--- config.mk ---
export PLATFORM = sky130hd
export DESIGN_NAME = spbd_front
export DESIGN_NICKNAME = d
export VERILOG_FILES = /design/src/rtl/spbd_pkg.sv /design/src/rtl/spbd_front.sv
export SDC_FILE = /design/constraint.sdc
export NUM_CORES = 1
export LEC_CHECK = 0
export BUFFER_PORTS_ARGS = -buffer_cell sky130_fd_sc_hd__buf_2
export CAP_MARGIN = 15
export CORE_MARGIN = 8
export CORE_UTILIZATION = 61
export DETAILED_ROUTE_END_ITERATION = 6
export PLACE_DENSITY_LB_ADDON = 0.08
export SLEW_MARGIN = 40
export SYNTH_ARGS = -nofsm -noshare
export SYNTH_HDL_FRONTEND = slang
export SYNTH_SLANG_ARGS = --single-unit
--- constraint.sdc ---
create_clock -name clk -period 4.8 [get_ports clk]
set_input_delay 0.24 -clock clk [delete_from_list [all_inputs] [get_ports clk]]
set_output_delay 0.24 -clock clk [all_outputs]
set_load 0.05 [all_outputs]
--- src/rtl/spbd_pkg.sv ---
`timescale 1ns / 1ps
// ----------------------------------------------------------------------------
// spbd_pkg
// Shared types and constants for the seeded permutation byte decoder.
// ----------------------------------------------------------------------------
package spbd_pkg;

  // Field widths
  localparam int SEED_W      = 32;
  localparam int SEED_MAG_W  = 31;
  localparam int BYTE_W      = 8;

  // Key derivation constants
  localparam int DIV_BASE        = 250;
  localparam int MOD_BASE        = 254;
  localparam int STRIDE_BASE     = 6;
  localparam int SWAP_ROUNDS_DEF = 10000;

  // Reciprocal divide: seed / 250 = ((seed >> 1) * DIV_RECIP) >> DIV_SHIFT,
  // exact for every 31-bit seed; quotient / 254 uses MOD_RECIP the same way
  localparam int          QUO_W       = 24;
  localparam int          DIV_RECIP_W = 31;
  localparam int          DIV_SHIFT   = 37;
  localparam logic [30:0] DIV_RECIP   = 31'd1099511628;
  localparam int          MOD_RECIP_W = 24;
  localparam int          MOD_SHIFT   = 30;
  localparam logic [23:0] MOD_RECIP   = 24'd8454661;

  // Table geometry: the permutation is split into an even and an odd bank
  localparam int TABLE_DEPTH = 256;
  localparam int BANK_DEPTH  = 128;

  // Front queue depth
  localparam int QUEUE_DEPTH = 4;

  // Command codes on the input stream
  localparam logic CMD_LOAD   = 1'b0;
  localparam logic CMD_DECODE = 1'b1;

  // Item class decided by the front part
  typedef enum logic [1:0] {
    KIND_DECODE   = 2'd0,
    KIND_LOAD     = 2'd1,
    KIND_LOAD_ERR = 2'd2
  } item_kind_t;

  typedef struct packed {
    item_kind_t              kind;
    logic [SEED_MAG_W-1:0]   seed;
    logic [BYTE_W-1:0]       cipher_byte;
    logic [BYTE_W-1:0]       position_low;
  } queue_item_t;

  // Key derivation request from the back part
  typedef struct packed {
    logic                    start;
    logic [SEED_MAG_W-1:0]   seed;
  } key_req_t;

  // Write port into the inverse table
  typedef struct packed {
    logic                    we;
    logic [BYTE_W-1:0]       addr;
    logic [BYTE_W-1:0]       data;
  } inv_wr_t;

endpackage

--- src/rtl/spbd_front.sv ---
`timescale 1ns / 1ps
// ----------------------------------------------------------------------------
// spbd_front
// Accepts input items, classifies them and holds them in a short queue.
// ----------------------------------------------------------------------------
module spbd_front (
  input  logic                                clk,
  input  logic                                rst,
  input  logic                                in_valid,
  output logic                                in_ready,
  input  logic                                in_cmd,
  input  logic [spbd_pkg::SEED_W-1:0]         in_seed,
  input  logic [spbd_pkg::BYTE_W-1:0]         in_cipher,
  input  logic [spbd_pkg::BYTE_W-1:0]         in_pos,
  output logic                                q_valid,
  output spbd_pkg::queue_item_t               q_item,
  input  logic                                q_pop
);

  localparam int PTR_W = $clog2(spbd_pkg::QUEUE_DEPTH);
  localparam int CNT_W = $clog2(spbd_pkg::QUEUE_DEPTH + 1);

  spbd_pkg::queue_item_t slots [spbd_pkg::QUEUE_DEPTH];
  spbd_pkg::queue_item_t item_in;
  logic [PTR_W-1:0]      wptr;
  logic [PTR_W-1:0]      rptr;
  logic [CNT_W-1:0]      count;
  logic                  push;

  assign in_ready = (count != CNT_W'(spbd_pkg::QUEUE_DEPTH));
  assign push     = in_valid && in_ready;
  assign q_valid  = (count != '0);
  assign q_item   = slots[rptr];

  // Classify: a load with the sign bit set is an error item
  always_comb begin
    item_in.seed         = in_seed[spbd_pkg::SEED_MAG_W-1:0];
    item_in.cipher_byte  = in_cipher;
    item_in.position_low = in_pos;
    if (in_cmd == spbd_pkg::CMD_DECODE) begin
      item_in.kind = spbd_pkg::KIND_DECODE;
    end else if (in_seed[spbd_pkg::SEED_W-1]) begin
      item_in.kind = spbd_pkg::KIND_LOAD_ERR;
    end else begin
      item_in.kind = spbd_pkg::KIND_LOAD;
    end
  end

  // Store the item
  always_ff @(posedge clk) begin
    if (push) begin
      slots[wptr] <= item_in;
    end
  end

  // Advance pointers and occupancy
  always_ff @(posedge clk) begin
    if (rst) begin
      wptr  <= '0;
      rptr  <= '0;
      count <= '0;
    end else begin
      if (push) begin
        wptr <= (wptr == PTR_W'(spbd_pkg::QUEUE_DEPTH - 1)) ? '0 : wptr + 1'b1;
      end
      if (q_pop) begin
        rptr <= (rptr == PTR_W'(spbd_pkg::QUEUE_DEPTH - 1)) ? '0 : rptr + 1'b1;
      end
      if (push && !q_pop) begin
        count <= count + 1'b1;
      end else if (q_pop && !push) begin
        count <= count - 1'b1;
      end
    end
  end

`ifndef SYNTHESIS
  a_count_bound: assert property (@(posedge clk) disable iff (rst)
    (q_pop |-> q_valid) and (count <= CNT_W'(spbd_pkg::QUEUE_DEPTH)))
    else $error("front queue over or underflow");
`endif

endmodule

# Word-level counts from Yosys, hierarchy flattened
# Memory sizes are Yosys's and may differ from the RTL's. A register that Yosys moved wholly into a read port is not among the register bits.
# Index checks and enable logic that the tools add are counted.
# classes
addsub,4
multipliers,0
div_mod_pow,0
n_lt_le_gt_ge,0
n_eq_ne,3
shift,0
mux,10
bitwise_logic,0
n_reduce_logical,7
# ops
cell,n
two-way mux 2 bit,6
two-way mux 3 bit,2
"adder 2 x 1 -> 2 bit, second input constant",2
"== test 2 bit, second input constant",2
"adder 3 x 1 -> 3 bit, second input constant",1
logical AND 1 bit,3
"inequality test 3 bit, second input constant",1
nonzero test 3 bit,1
"subtractor 3 x 1 -> 3 bit, second input constant",1
logical NOT 1 bit,2
two-way mux 1 bit,2
nonzero test 2 bit,1
# word_totals
register_bits,7
latchBits,0
mem_bits_rw,196
rom_bits,0
in_bits,53
out_inout_bits,51
wordCells,28
mem_count,1
# mem_list
name,depth,word_bits,read_ports,rd_clocked_by_memory_dff,wr,line_no,source
slots,4,49,1,1,1,spbd_front.sv:23,spbd_pkg::queue_item_t slots [spbd_pkg::QUEUE_DEPTH];

# Longest topological paths before layout
# logic_depth
ltp_word,6
ltp_mapped,9
ltp_nobuf,8

# Worst setup path before layout
# No wires, ideal clock.
# synth_timing
path_kind,register -> register
startpoint,register count[0]
endpoint,register count[2]
setup_ns,0.070
arrival_time_ns,2.284
required_ns,4.730
setup_slack_ns,2.445
path_stages_with_launch,10
n_path_buf,1
synth_period_minus_slack_ns,2.355
cell_sequence,dfxtp_1 or3b_1 clkbuf_2 and2_4 ha_1 inv_1 fa_1 xor2_1 or3_2 a21oi_1
# synth_via
elab_chain_len,5
word_cells_on_any_way,10
classes_between,2 x add/sub; 1 x eq/ne; 2 x mux; 5 x reduce/logical
# synth_lines
item,line_no,source
"start, declared",spbd_front.sv:27,logic [CNT_W-1:0] count;
"start signal, assigned",spbd_front.sv:70,count <= count + 1'b1;
"start signal, assigned",spbd_front.sv:72,count <= count - 1'b1;
inequality test 3 bit (*),spbd_front.sv:30,assign in_ready = (count != CNT_W'(spbd_pkg::QUEUE_DEPTH));
named net in_ready,spbd_front.sv:10,"output logic in_ready,"
logical AND 1 bit (*),spbd_front.sv:31,assign push = in_valid && in_ready;
named net push,spbd_front.sv:28,logic push;
logical NOT 1 bit,spbd_front.sv:71,end else if (q_pop && !push) begin
logical AND 1 bit,spbd_front.sv:71,
nonzero test 2 bit (no source line),-,
# Mark *: on every way through the listed nets, which the timed path passes. The rest lies on a longest branch. The select of a mux whose other input is x is not followed.
# A chain may end at the register's enable or synchronous reset.

==> impl_results.md <==
* H-tree levels at 1
* Synth async-reset ratio at 0%
* Synth cell types at 29
* Routed Antenna Nets at 0
* Clk slew on worst S/H paths at 0.06 ns
* Compound-Gate Fraction of Synth Area at 0.364%
* GR Overflow Total at 0
* Root buffer cell: clkbuf_16
* Via count at 3637
* Reg-to-Reg Start: count[0]
* Synth Register Bits at 205
* GR Layer Usage met3 at 4.28%
* Total Routed Length at 13900 µm
* Unrepaired setup endpoints after global routing: false
* RePlAce Congestion at 0.653
* WP data arrival at 2.33 ns
* Final Max Slew Viols at 0
* Post-CTS resize count at 0
* Met2 usage in global routing at 29.2%
* CTS Buffer Depth at 3
* Synthesized-area fraction occupied by adder cells at 1.26%
* Status: finished clean
* CTS tree: yes
* DR iter-0 viols at 249
* EDFF count, synth at 196
* FP Rows at 40
* Max Cap Viol at 0
* Fill count at 644
* Chip width at 127 µm
* Min Hold Slack at 0.00871 ns
* I/O pins at 104
* Sequential area share after synthesis at 80.1%
* Hold Vio Cnt, Final at 0
* Startpoint types: flop
* Clock skew at 0.00953 ns
* Core area at 12100 µm²
* CP Class: reg2out
* Worst reg-to-reg path cell count at 8
* Net Count, Synth at 366
* Worst hold path type: in2reg
* Port bufs at 103
* Pin count of the biggest net entering global routing at 50
* Least-Margin Pin Slew at 0.748 ns
* Met1 Resource Use GR at 21.6%
* Worst Path Max Fanout at 30
* Lkg Pwr at 3.26 nW
* Synth Area in XOR/XNOR at 0.231%
* Final Cycle Share at 53.6%
* VDD IR max at 0.390 mV
* Initial antenna violation count at 0
* Vias per cell at 5.56
* Simple-gate share of the synthesized area at 1.55%
* FF-to-FF End: count[2]
* Placed wire-length estimate at 8180 µm
* CP Capture Type: primary output
* Clock sinks at 205
* Hold-critical path endpoint: slots[3][0]
* Pre-CTS WS at 2.55 ns
* WHS Path Cells at 1
* Placed cells at 571
* Residual DRC at 0
* Beginning of the worst hold path: in_pos[0]
* Area share of the largest cell type after synthesis at 77.7%
* Latest clock arrival within the worst-skew pair at 0.48 ns
* Post-CTS Hold Buffers at 46
* Cell with the most instances after synthesis: edfxtp_1
* Worst R2R Setup Slack at 2.51 ns
* Area after DPL at 8280 µm²
* Final cell count without fillers at 654
* Synthesis Warnings at 0
* Die Y at 127 µm
* Vias in the first global route at 3917
* Area Overhead vs Synth at 24.4%
* Top cells by area, synth: edfxtp_1 (78%), mux4_2 (15%), dfxtp_1 (2.4%), ha_1 (0.99%), mux2i_1 (0.40%)
* Share of cells above drive strength 1 at 40.7%
* First-pass GRT wire length at 21500 µm
* Post-route setup TNS at 0 ns
* Top cell types by occurrence after synthesis: edfxtp_1 (196), mux4_2 (49), dfxtp_1 (9)
* Die ar. at 16200 µm²
* Average wire per standard cell at 21.2 µm
* Critical Path RT at 4.56 ns
* Initial Util at 62.8%
* Pwr dens at 490 nW/µm²
* Multiplexer area fraction after synthesis at 15.0%
* Cells after Synth at 306
* Drt first pass iters at 4
* Post-CTS Setup Inserts at 0
* Tmin final at 2.57 ns
* Synth Cell Area at 7570 µm²
* GRT Total Usage at 17.1%
* Post-Route Utilization at 78.1%
* Pwr Total at 4.61 mW
* Post-route cell area at 9420 µm²
* Syn Area/Cell at 24.7 µm²
* Setup violators final at 0
* Fmax at 389 MHz
* CTS Buf Count at 21
* Synth Flop Type: edfxtp_1
* Final worst setup slack at 2.23 ns
* # diodes at 0
* Dominant cell type by area after synthesis: edfxtp_1
* GR peak layer: met2
* Main combinational cell family by area after synthesis: multiplexers
* Nets at 532
* Slew margin rel. at 50.1%
final cells by class:
class | instances | area [µm²] | area share (%)
inverter | 4 | 15.0 | 0.159
timing repair buffer | 156 | 1050 | 11.2
sequential | 205 | 6070 | 64.5
multi-input combinational | 84 | 1390 | 14.8
clock inverter | 11 | 133 | 1.41
clock buffer | 26 | 544 | 5.78
tap | 168 | 210 | 2.23
metal layers:
metal	part of all wire [%]	up-vias	wire length [µm]
li1	-	1627	-
met1	42	1883	5850
met2	50	105	6980
met5	0	-	0
met4	1.3	0	179
met3	6.2	22	854
cell families (layout without fill, tap and decap cells):
| group | count (synthesis) | count (layout) |
|---|---|---|
| compound gates | 4 | 4 |
| xor+xnor | 2 | 2 |
| fa+ha+maj | 7 | 7 |
| buf+inv | 17 | 197 |
| flops | 205 | 205 |
| mux | 52 | 52 |
| simple gates | 19 | 19 |
registers in the layout, summed over array words and instances, names as in the netlist, named ones only:
register and flops:
count 3, rptr 2, slots 196, wptr 2
placed cells by master, fill, tap and decap left out, types with 4 or more instances in the layout:
master,instances
edfxtp_1,196
inv_1,4
clkbuf_1,5
mux4_2,49
ha_1,6
clkbuf_16,21
nor2_1,5
and3_2,4
dlygate4sd3_1,46
buf_2,103
buf_4,5
dfxtp_1,7
how the worst max path moves through the flow:
stage                     slack [ns]  depth (start not counted)        end      from
final                           2.23                          3  q_item[1]      flop
after global routing            2.13                          3  q_item[1]      flop
after CTS                       2.20                          3  q_item[1]      flop
after detailed placement        2.55                          8   count[2]  count[0]
after global placement          2.59                          2  q_item[1]      flop
after floorplan                 2.45                          9   count[2]  count[0]
power breakdown:
part / switching [mW] / internal (mW)
logic: 0.574 / 0.255
registers: 0.0536 / 2.15
clock network: 0.614 / 0.966
total: 1.24 / 3.37
worst max-delay path, stage by stage (launching register included):
cell and delay, ns:
dfxtp_2 0.69, buf_4 0.51, mux4_2 0.41, buf_2 0.24
(Power assumes the default switching activity.)
