===== src/rtl/spbd_pkg.sv =====
`timescale 1ns / 1ps
// ----------------------------------------------------------------------------
// spbd_pkg
// Shared types and constants for the seeded permutation byte decoder.
// ----------------------------------------------------------------------------
package spbd_pkg;

  // Field widths
  localparam int SEED_W      = 32;
  localparam int SEED_MAG_W  = 31;
  localparam int BYTE_W      = 8;

  // Key derivation constants
  localparam int DIV_BASE        = 250;
  localparam int MOD_BASE        = 254;
  localparam int STRIDE_BASE     = 6;
  localparam int SWAP_ROUNDS_DEF = 10000;

  // Reciprocal divide: seed / 250 = ((seed >> 1) * DIV_RECIP) >> DIV_SHIFT,
  // exact for every 31-bit seed; quotient / 254 uses MOD_RECIP the same way
  localparam int          QUO_W       = 24;
  localparam int          DIV_RECIP_W = 31;
  localparam int          DIV_SHIFT   = 37;
  localparam logic [30:0] DIV_RECIP   = 31'd1099511628;
  localparam int          MOD_RECIP_W = 24;
  localparam int          MOD_SHIFT   = 30;
  localparam logic [23:0] MOD_RECIP   = 24'd8454661;

  // Table geometry: the permutation is split into an even and an odd bank
  localparam int TABLE_DEPTH = 256;
  localparam int BANK_DEPTH  = 128;

  // Front queue depth
  localparam int QUEUE_DEPTH = 4;

  // Command codes on the input stream
  localparam logic CMD_LOAD   = 1'b0;
  localparam logic CMD_DECODE = 1'b1;

  // Item class decided by the front part
  typedef enum logic [1:0] {
    KIND_DECODE   = 2'd0,
    KIND_LOAD     = 2'd1,
    KIND_LOAD_ERR = 2'd2
  } item_kind_t;

  typedef struct packed {
    item_kind_t              kind;
    logic [SEED_MAG_W-1:0]   seed;
    logic [BYTE_W-1:0]       cipher_byte;
    logic [BYTE_W-1:0]       position_low;
  } queue_item_t;

  // Key derivation request from the back part
  typedef struct packed {
    logic                    start;
    logic [SEED_MAG_W-1:0]   seed;
  } key_req_t;

  // Write port into the inverse table
  typedef struct packed {
    logic                    we;
    logic [BYTE_W-1:0]       addr;
    logic [BYTE_W-1:0]       data;
  } inv_wr_t;

endpackage


===== src/rtl/spbd_back.sv =====
`timescale 1ns / 1ps
// ----------------------------------------------------------------------------
// spbd_back
// Executes queued items: decodes through the inverse table, starts key
// derivation and holds the result register.
// ----------------------------------------------------------------------------
module spbd_back (
  input  logic                          clk,
  input  logic                          rst,
  input  logic                          q_valid,
  input  spbd_pkg::queue_item_t         q_item,
  output logic                          q_pop,
  output spbd_pkg::key_req_t            key_req,
  input  logic                          key_done,
  input  spbd_pkg::inv_wr_t             inv_wr,
  output logic                          out_valid,
  input  logic                          out_ready,
  output logic [spbd_pkg::BYTE_W-1:0]   out_plain,
  output logic                          out_error
);

  localparam int BW = spbd_pkg::BYTE_W;

  typedef enum logic [1:0] {
    B_RUN = 2'b01,
    B_KEY = 2'b10
  } bstate_t;

  bstate_t              state;
  logic                 key_loaded;
  logic [BW-1:0]        inv_mem [spbd_pkg::TABLE_DEPTH];
  logic [BW-1:0]        rdata;
  logic                 s1_v;
  spbd_pkg::item_kind_t s1_kind;
  logic [BW-1:0]        s1_cipher;
  logic [BW-1:0]        s1_pos;
  logic                 s1_move;
  logic                 s1_free;
  logic                 is_key;
  logic                 pop_short;
  logic                 pop_key;
  logic [BW-1:0]        res_plain;
  logic                 res_error;

  // Issue control
  assign s1_move   = s1_v && (!out_valid || out_ready);
  assign s1_free   = !s1_v || s1_move;
  assign is_key    = (q_item.kind == spbd_pkg::KIND_LOAD);
  assign pop_short = (state == B_RUN) && q_valid && !is_key && s1_free;
  assign pop_key   = (state == B_RUN) && q_valid && is_key && !s1_v;
  assign q_pop     = pop_short || pop_key;

  assign key_req.start = pop_key;
  assign key_req.seed  = q_item.seed;

  // Key load sequencing
  always_ff @(posedge clk) begin
    if (rst) begin
      state      <= B_RUN;
      key_loaded <= 1'b0;
    end else begin
      unique case (state)
        B_RUN: begin
          if (pop_key) begin
            state <= B_KEY;
          end
        end
        B_KEY: begin
          if (key_done) begin
            state      <= B_RUN;
            key_loaded <= 1'b1;
          end
        end
        default: begin
          state <= B_RUN;
        end
      endcase
    end
  end

  // Inverse table: written by the key sweep, read at decode issue
  always_ff @(posedge clk) begin
    if (inv_wr.we) begin
      inv_mem[inv_wr.addr] <= inv_wr.data;
    end
    if (pop_short) begin
      rdata <= inv_mem[q_item.cipher_byte];
    end
  end

  // Stage one: item waiting for its table data
  always_ff @(posedge clk) begin
    if (rst) begin
      s1_v <= 1'b0;
    end else if (pop_short || key_done) begin
      s1_v <= 1'b1;
    end else if (s1_move) begin
      s1_v <= 1'b0;
    end
  end

  always_ff @(posedge clk) begin
    if (pop_short) begin
      s1_kind   <= q_item.kind;
      s1_cipher <= q_item.cipher_byte;
      s1_pos    <= q_item.position_low;
    end else if (key_done) begin
      s1_kind <= spbd_pkg::KIND_LOAD;
    end
  end

  // Form the result
  always_comb begin
    res_plain = '0;
    res_error = 1'b0;
    unique case (s1_kind)
      spbd_pkg::KIND_DECODE: begin
        res_plain = key_loaded ? (rdata - s1_pos) : s1_cipher;
      end
      spbd_pkg::KIND_LOAD_ERR: begin
        res_error = 1'b1;
      end
      spbd_pkg::KIND_LOAD: begin
        res_plain = '0;
      end
      default: begin
        res_plain = '0;
      end
    endcase
  end

  // Output register
  always_ff @(posedge clk) begin
    if (rst) begin
      out_valid <= 1'b0;
    end else if (s1_move) begin
      out_valid <= 1'b1;
    end else if (out_ready) begin
      out_valid <= 1'b0;
    end
  end

  always_ff @(posedge clk) begin
    if (s1_move) begin
      out_plain <= res_plain;
      out_error <= res_error;
    end
  end

`ifndef SYNTHESIS
  a_key_alone: assert property (@(posedge clk) disable iff (rst)
    (state == B_KEY) |-> !s1_v && !q_pop)
    else $error("item issued during key derivation");
  a_done_in_key: assert property (@(posedge clk) disable iff (rst)
    key_done |-> (state == B_KEY))
    else $error("key done without a pending load");
`endif

endmodule


===== config.mk =====
export PLATFORM = sky130hd
export DESIGN_NAME = spbd_back
export DESIGN_NICKNAME = d
export VERILOG_FILES = /design/src/rtl/spbd_pkg.sv /design/src/rtl/spbd_back.sv
export SDC_FILE = /design/constraint.sdc
export NUM_CORES = 2
export LEC_CHECK = 0
export BUFFER_PORTS_ARGS = -buffer_cell sky130_fd_sc_hd__buf_2
export CAP_MARGIN = 40
export CORE_UTILIZATION = 63
export CTS_CLUSTER_DIAMETER = 60
export CTS_CLUSTER_SIZE = 16
export DETAILED_ROUTE_END_ITERATION = 12
export PLACE_DENSITY = 0.88
export SYNTH_ARGS = -nofsm -noshare
export SYNTH_HDL_FRONTEND = slang
export SYNTH_SLANG_ARGS = --single-unit

===== constraint.sdc =====
create_clock -name clk -period 3.1 [get_ports clk]
set_input_delay 0.155 -clock clk [delete_from_list [all_inputs] [get_ports clk]]
set_output_delay 0.155 -clock clk [all_outputs]
set_load 0.02 [all_outputs]

* After elaboration in Yosys (flattened, before gate mapping)
Memory sizes are Yosys's and may differ from the RTL's. A register that Yosys moved wholly into a read port is not among the register bits.
Cells that the tools add are included.
** Storage, ports and cells
- Output and inout bits :: 43
- Register bits after elaboration :: 32
- Memory bits (writable) :: 2048
- Memories :: 1
- Logic and storage cells :: 48
** Memories
- inv_mem :: depth 256, bits a word 8, rd ports 1, clocked after memory_dff 1, write ports 1, RTL line spbd_back.sv:31 : logic [BW-1:0] inv_mem [spbd_pkg::TABLE_DEPTH];
** Cells by class
- Reduce and logical (&&, ||, !) cells :: 19
- Muxes and demuxes :: 12
- $add $sub $neg :: 1
- Equality and inequality tests :: 6
** Operators by type and width (count)
- $mux W8 :: 1
- $sub A8 B8 Y8 :: 1
- $mux W1 :: 7
- $logic_and A1 B1 Y1 :: 6
- $mux W2 :: 3
- $reduce_bool A2 Y1 :: 3
- $eq A2 B1 Y1 const B :: 2
- $eq A2 B2 Y1 const B :: 2
- $logic_or A1 B1 Y1 :: 4
- $ne A2 B2 Y1 const B :: 2
- $pmux W2 S2 :: 1
- $reduce_and A2 Y1 :: 2
- $logic_not A1 Y1 :: 3
- $logic_not A2 Y1 :: 1

* Logic depth before layout (Yosys ltp)
- Depth after elaboration :: 7
- Mapped depth :: 13
- Depth with buffers taken out :: 11

* Worst setup path after synthesis
No wires, ideal clock.
- Path type :: in2reg
- Start point :: input port q_item[8] in the netlist's numbering
- End point :: register rdata[0] (read register of inv_mem), data pin
- Data required time :: 2845 ps
- Cell stages on the path :: 9
- Setup time :: 255 ps
- Slack :: 672 ps
- Arrival :: 2173 ps
- Buffers on the path :: 4
- Path through :: buf_2 > buf_6 > buf_6 > buf_2 > mux4_2 > mux4_2 > o22ai_1 > nor3_1 > and2_1
** RTL lines
- start: declaration :: RTL line spbd_back.sv:11 : input spbd_pkg::queue_item_t q_item,
- end: declaration :: RTL line spbd_back.sv:32 : logic [BW-1:0] rdata;

==> flow_summary.toml <==
[clock_network]
clk_pin_slew_ns = 0.07
cts.sink_count = 2088
cts_tree = "built"
clockRootBuffer = "clkbuf_16"
clk_path_buf_depth = 3
htreeDepth = 4
postCtsSetupBuffers = 0
cts_made_buffers = 151
clkLatencyLatePin_ns = 0.81

[global_routing]
grt_pass1_vias = 45400
antenna_found_initial = 13
grt_usage_pct = 37.4
grt_max_degree = 119
grt_pass1_wl_mm = 340
grt_overflow = 0

[worst_setup_path]
cp-end-kind = "register"
reg2reg_from = "inv_mem[174][0]"
rr_worst_depth = 8
cp.required_ns = 3.65
arrival_ns = 3.66
r2r_setup_slack_ns = 0.09
start_kind = "primary input"
critPathKind = "primary input to register"
reg2reg_to = "rdata[0]"
crit_path_max_fanout = 38

[floorplanning]
die_y_um = 361
num_rows = 131
die-width_um = 361
die_area_um2 = 130000
num_io_pins = 114
core-area_um2 = 128000
initial_core_util_pct = 63.6

[sta]
tightest_slew_ns = 0.990
setup_ws_ns = -0.0134
setup_viol = 2
finalCritPeriodShare_pct = 100
rsz0062_at_grt = "no"
fin_worst_skew_ns = 0.0322
fmax_ghz = 0.321
layout_min_cycle_time_ns = 3.11
finalHoldViolCount = 0
maxSlewHeadroom_pct = 34.0
slew_violations = 0

[place]
place_ws_ns = -0.129
dpl.hpwl_mm = 128
portBuffers = 51
place.gp.congestion = 0.907

[power]
switching_power_mw = 11.8
p_per_area_nw_per_um2 = 591
internal_power_mw = 41.6
combPwrFrac_pct = 6.2
switching_share_pct = 22.1
seqPwrFrac_pct = 58.4
peakVddDrop_v = 0.000537
pwr-share-clk_pct = 35.4
p_leak_nw = 28.6

[synth]
synth_seq_cells = 2088
synthCells = 3752
async_flop_share_pct = 0
syn_area_um2 = 81200
synth-edff-count = 2083
synth.yosys.warnings = 0
syn_avg_cell_area_um2 = 21.7
ys.flop_type = "edfxtp_1"
yosysSeqAreaShare_pct = 77.1
synth_nets = 3831
synthDistinctLibCells = 47

[final_layout]
fin_util_pct = 70.7
areaGrowthSynthToFinish_pct = 11.2
drive_gt1_share_pct = 28.0
finish.net_count = 4198

[hold_path]
worstHoldPathType = "primary input to register"
whs_path_depth = 1
hold_end = "inv_mem[110][7]"
hp-start = "inv_wr[7]"

[route]
dr.pass1.iters = 7
drtIter0Drc = 9558
ant_nets = 0
wl_per_cell_um = 41.3
viasPerCell = 7.85
vias = 45800
route.detailed.drc = 0
wirelength_mm = 241

[flow_run]
cap_viol_max_count = 0

[status]
status = "complete, but fails checks"
violations = "setup timing"
## kinds of logic (layout without fill, tap and decap cells)
kind of cell,after synthesis,in the layout,synth area share [%]
xor gates and xnor gates,4,4,0.0431
AOI/OAI and AO/OA,231,231,1.93
adders and majority gates,8,8,0.132
DFF,2088,2088,77.1
other,0,19,0
and+or+nand+nor,476,476,2.52
muxes,672,672,16.4
buffers and inverters,273,672,1.86
## per-stage QoR
step | power [mW] | instances | TNS [ns] | instance area, um2 | hold slack (ns)
floorplan | 33.4 | 3752 | 0 | 81200 | 0.224
global placement | 34.6 | 5597 | -0.0894 | 85700 | 0.310
detailed placement | 34.8 | 5598 | -0.323 | 85800 | 0.310
CTS | 53.0 | 5811 | 0 | 90200 | 0.0257
global route | 54.0 | 5814 | 0 | 90300 | 0.0537
finish | 53.4 | 5832 | -0.0234 | 90300 | 0.0326
## cell usage in the layout, fill, tap and decap left out, types with 3 or more instances in the layout
master	count
a211oi_1	43
a21oi_1	28
a221oi_1	12
a22o_1	10
a22oi_1	38
a31oi_1	3
and2_1	13
buf_12	47
buf_2	39
buf_4	343
clkbuf_1	11
clkbuf_16	159
clkbuf_8	8
clkinv_8	3
dfxtp_1	5
diode_2	19
dlygate4sd3_1	29
edfxtp_1	2083
ha_1	7
inv_1	16
inv_6	5
mux2_2	16
mux2i_1	130
mux4_2	526
nand2_1	51
nand2b_1	5
nand3_1	51
nand3b_1	5
nand4_1	15
nor2_1	290
nor2b_1	15
nor3_1	18
nor4_1	3
o21ai_0	16
o21ai_1	4
o22ai_1	64
xnor2_1	3
## timing repair
item,CTS,global route
hold buffers,28,1
setup endpoints to repair,0,1
gates resized for setup,0,1
hold endpoints to repair,89,3
## synthesized netlist by cell type, types with 16 or more instances
cell / number / area (um2)
a22oi_1: 38 / 285
buf_6: 24 / 270
a21oi_1: 28 / 140
mux4_2: 526 / 11800
a211oi_1: 43 / 323
nand3_1: 51 / 255
buf_2: 52 / 260
inv_1: 17 / 63.8
nand2_1: 51 / 191
edfxtp_1: 2083 / 62500
mux2i_1: 130 / 1300
mux2_2: 16 / 180
buf_4: 64 / 480
nor2_1: 291 / 1090
nor2b_1: 16 / 100
nor3_1: 19 / 95.1
o21ai_0: 16 / 80.1
o22ai_1: 64 / 400
clkbuf_1: 104 / 390
## metal layers
metal / GRT usage [%] / share of wire [%]
met2: 58.6 / 47
met3: 11.7 / 16
met5: 0 / 0.034
met1: 46.1 / 29
met4: 23.0 / 7.9
## layout make-up
class | instances | area [um2]
Multi-Input combinational cell | 1391 | 17100
Fill cell | 6229 | 37400
Antenna cell | 19 | 47.5
Timing Repair Buffer | 470 | 4180
Inverter | 17 | 63.8
Clock inverter | 15 | 180
Clock buffer | 170 | 4020
Sequential cell | 2088 | 62700
Tap cell | 1662 | 2080
## power by group through the flow
stage                     registers (mW)  clock network [mW]  logic [mW]
after global placement              31.8                   0        2.83
after CTS                           31.2                18.7        3.17
after global routing                31.2                19.6        3.32
after floorplan                     31.8                   0        1.63
after detailed placement            31.8                   0        2.98
final                               31.2                18.9        3.32
## flip-flops by register name, indices dropped and copies added, names as in the netlist
register / count
out_valid: 1
s1_v: 1
key_loaded: 1
s1_kind: 2
out_error: 1
state: 2
s1_pos: 8
rdata: 8
s1_cipher: 8
inv_mem: 2048
out_plain: 8
## critical path, cell delays in order
cell           delay [ns]
dlygate4sd3_1        0.57
buf_8                0.24
buf_12               0.31
buf_4                0.38
mux4_2               0.42
mux4_2               0.54
a21oi_1              0.24
a21oi_1              0.23
o21ai_1              0.43
a31oi_1              0.07
## how the worst max path moves through the flow
stage | to | slack (ns) | start
floorplan | rdata[0] | 0.67 | q_item[8]
global placement | rdata[6] | -0.06 | q_item[8]
detailed placement | rdata[5] | -0.13 | q_item[8]
CTS | rdata[1] | 0.1 | inv_mem[168][1]
global route | rdata[3] | 0.07 | q_item[9]
finish | rdata[4] | -0.01 | q_item[9]
Note: power is estimated with default switching activity, not from simulation.
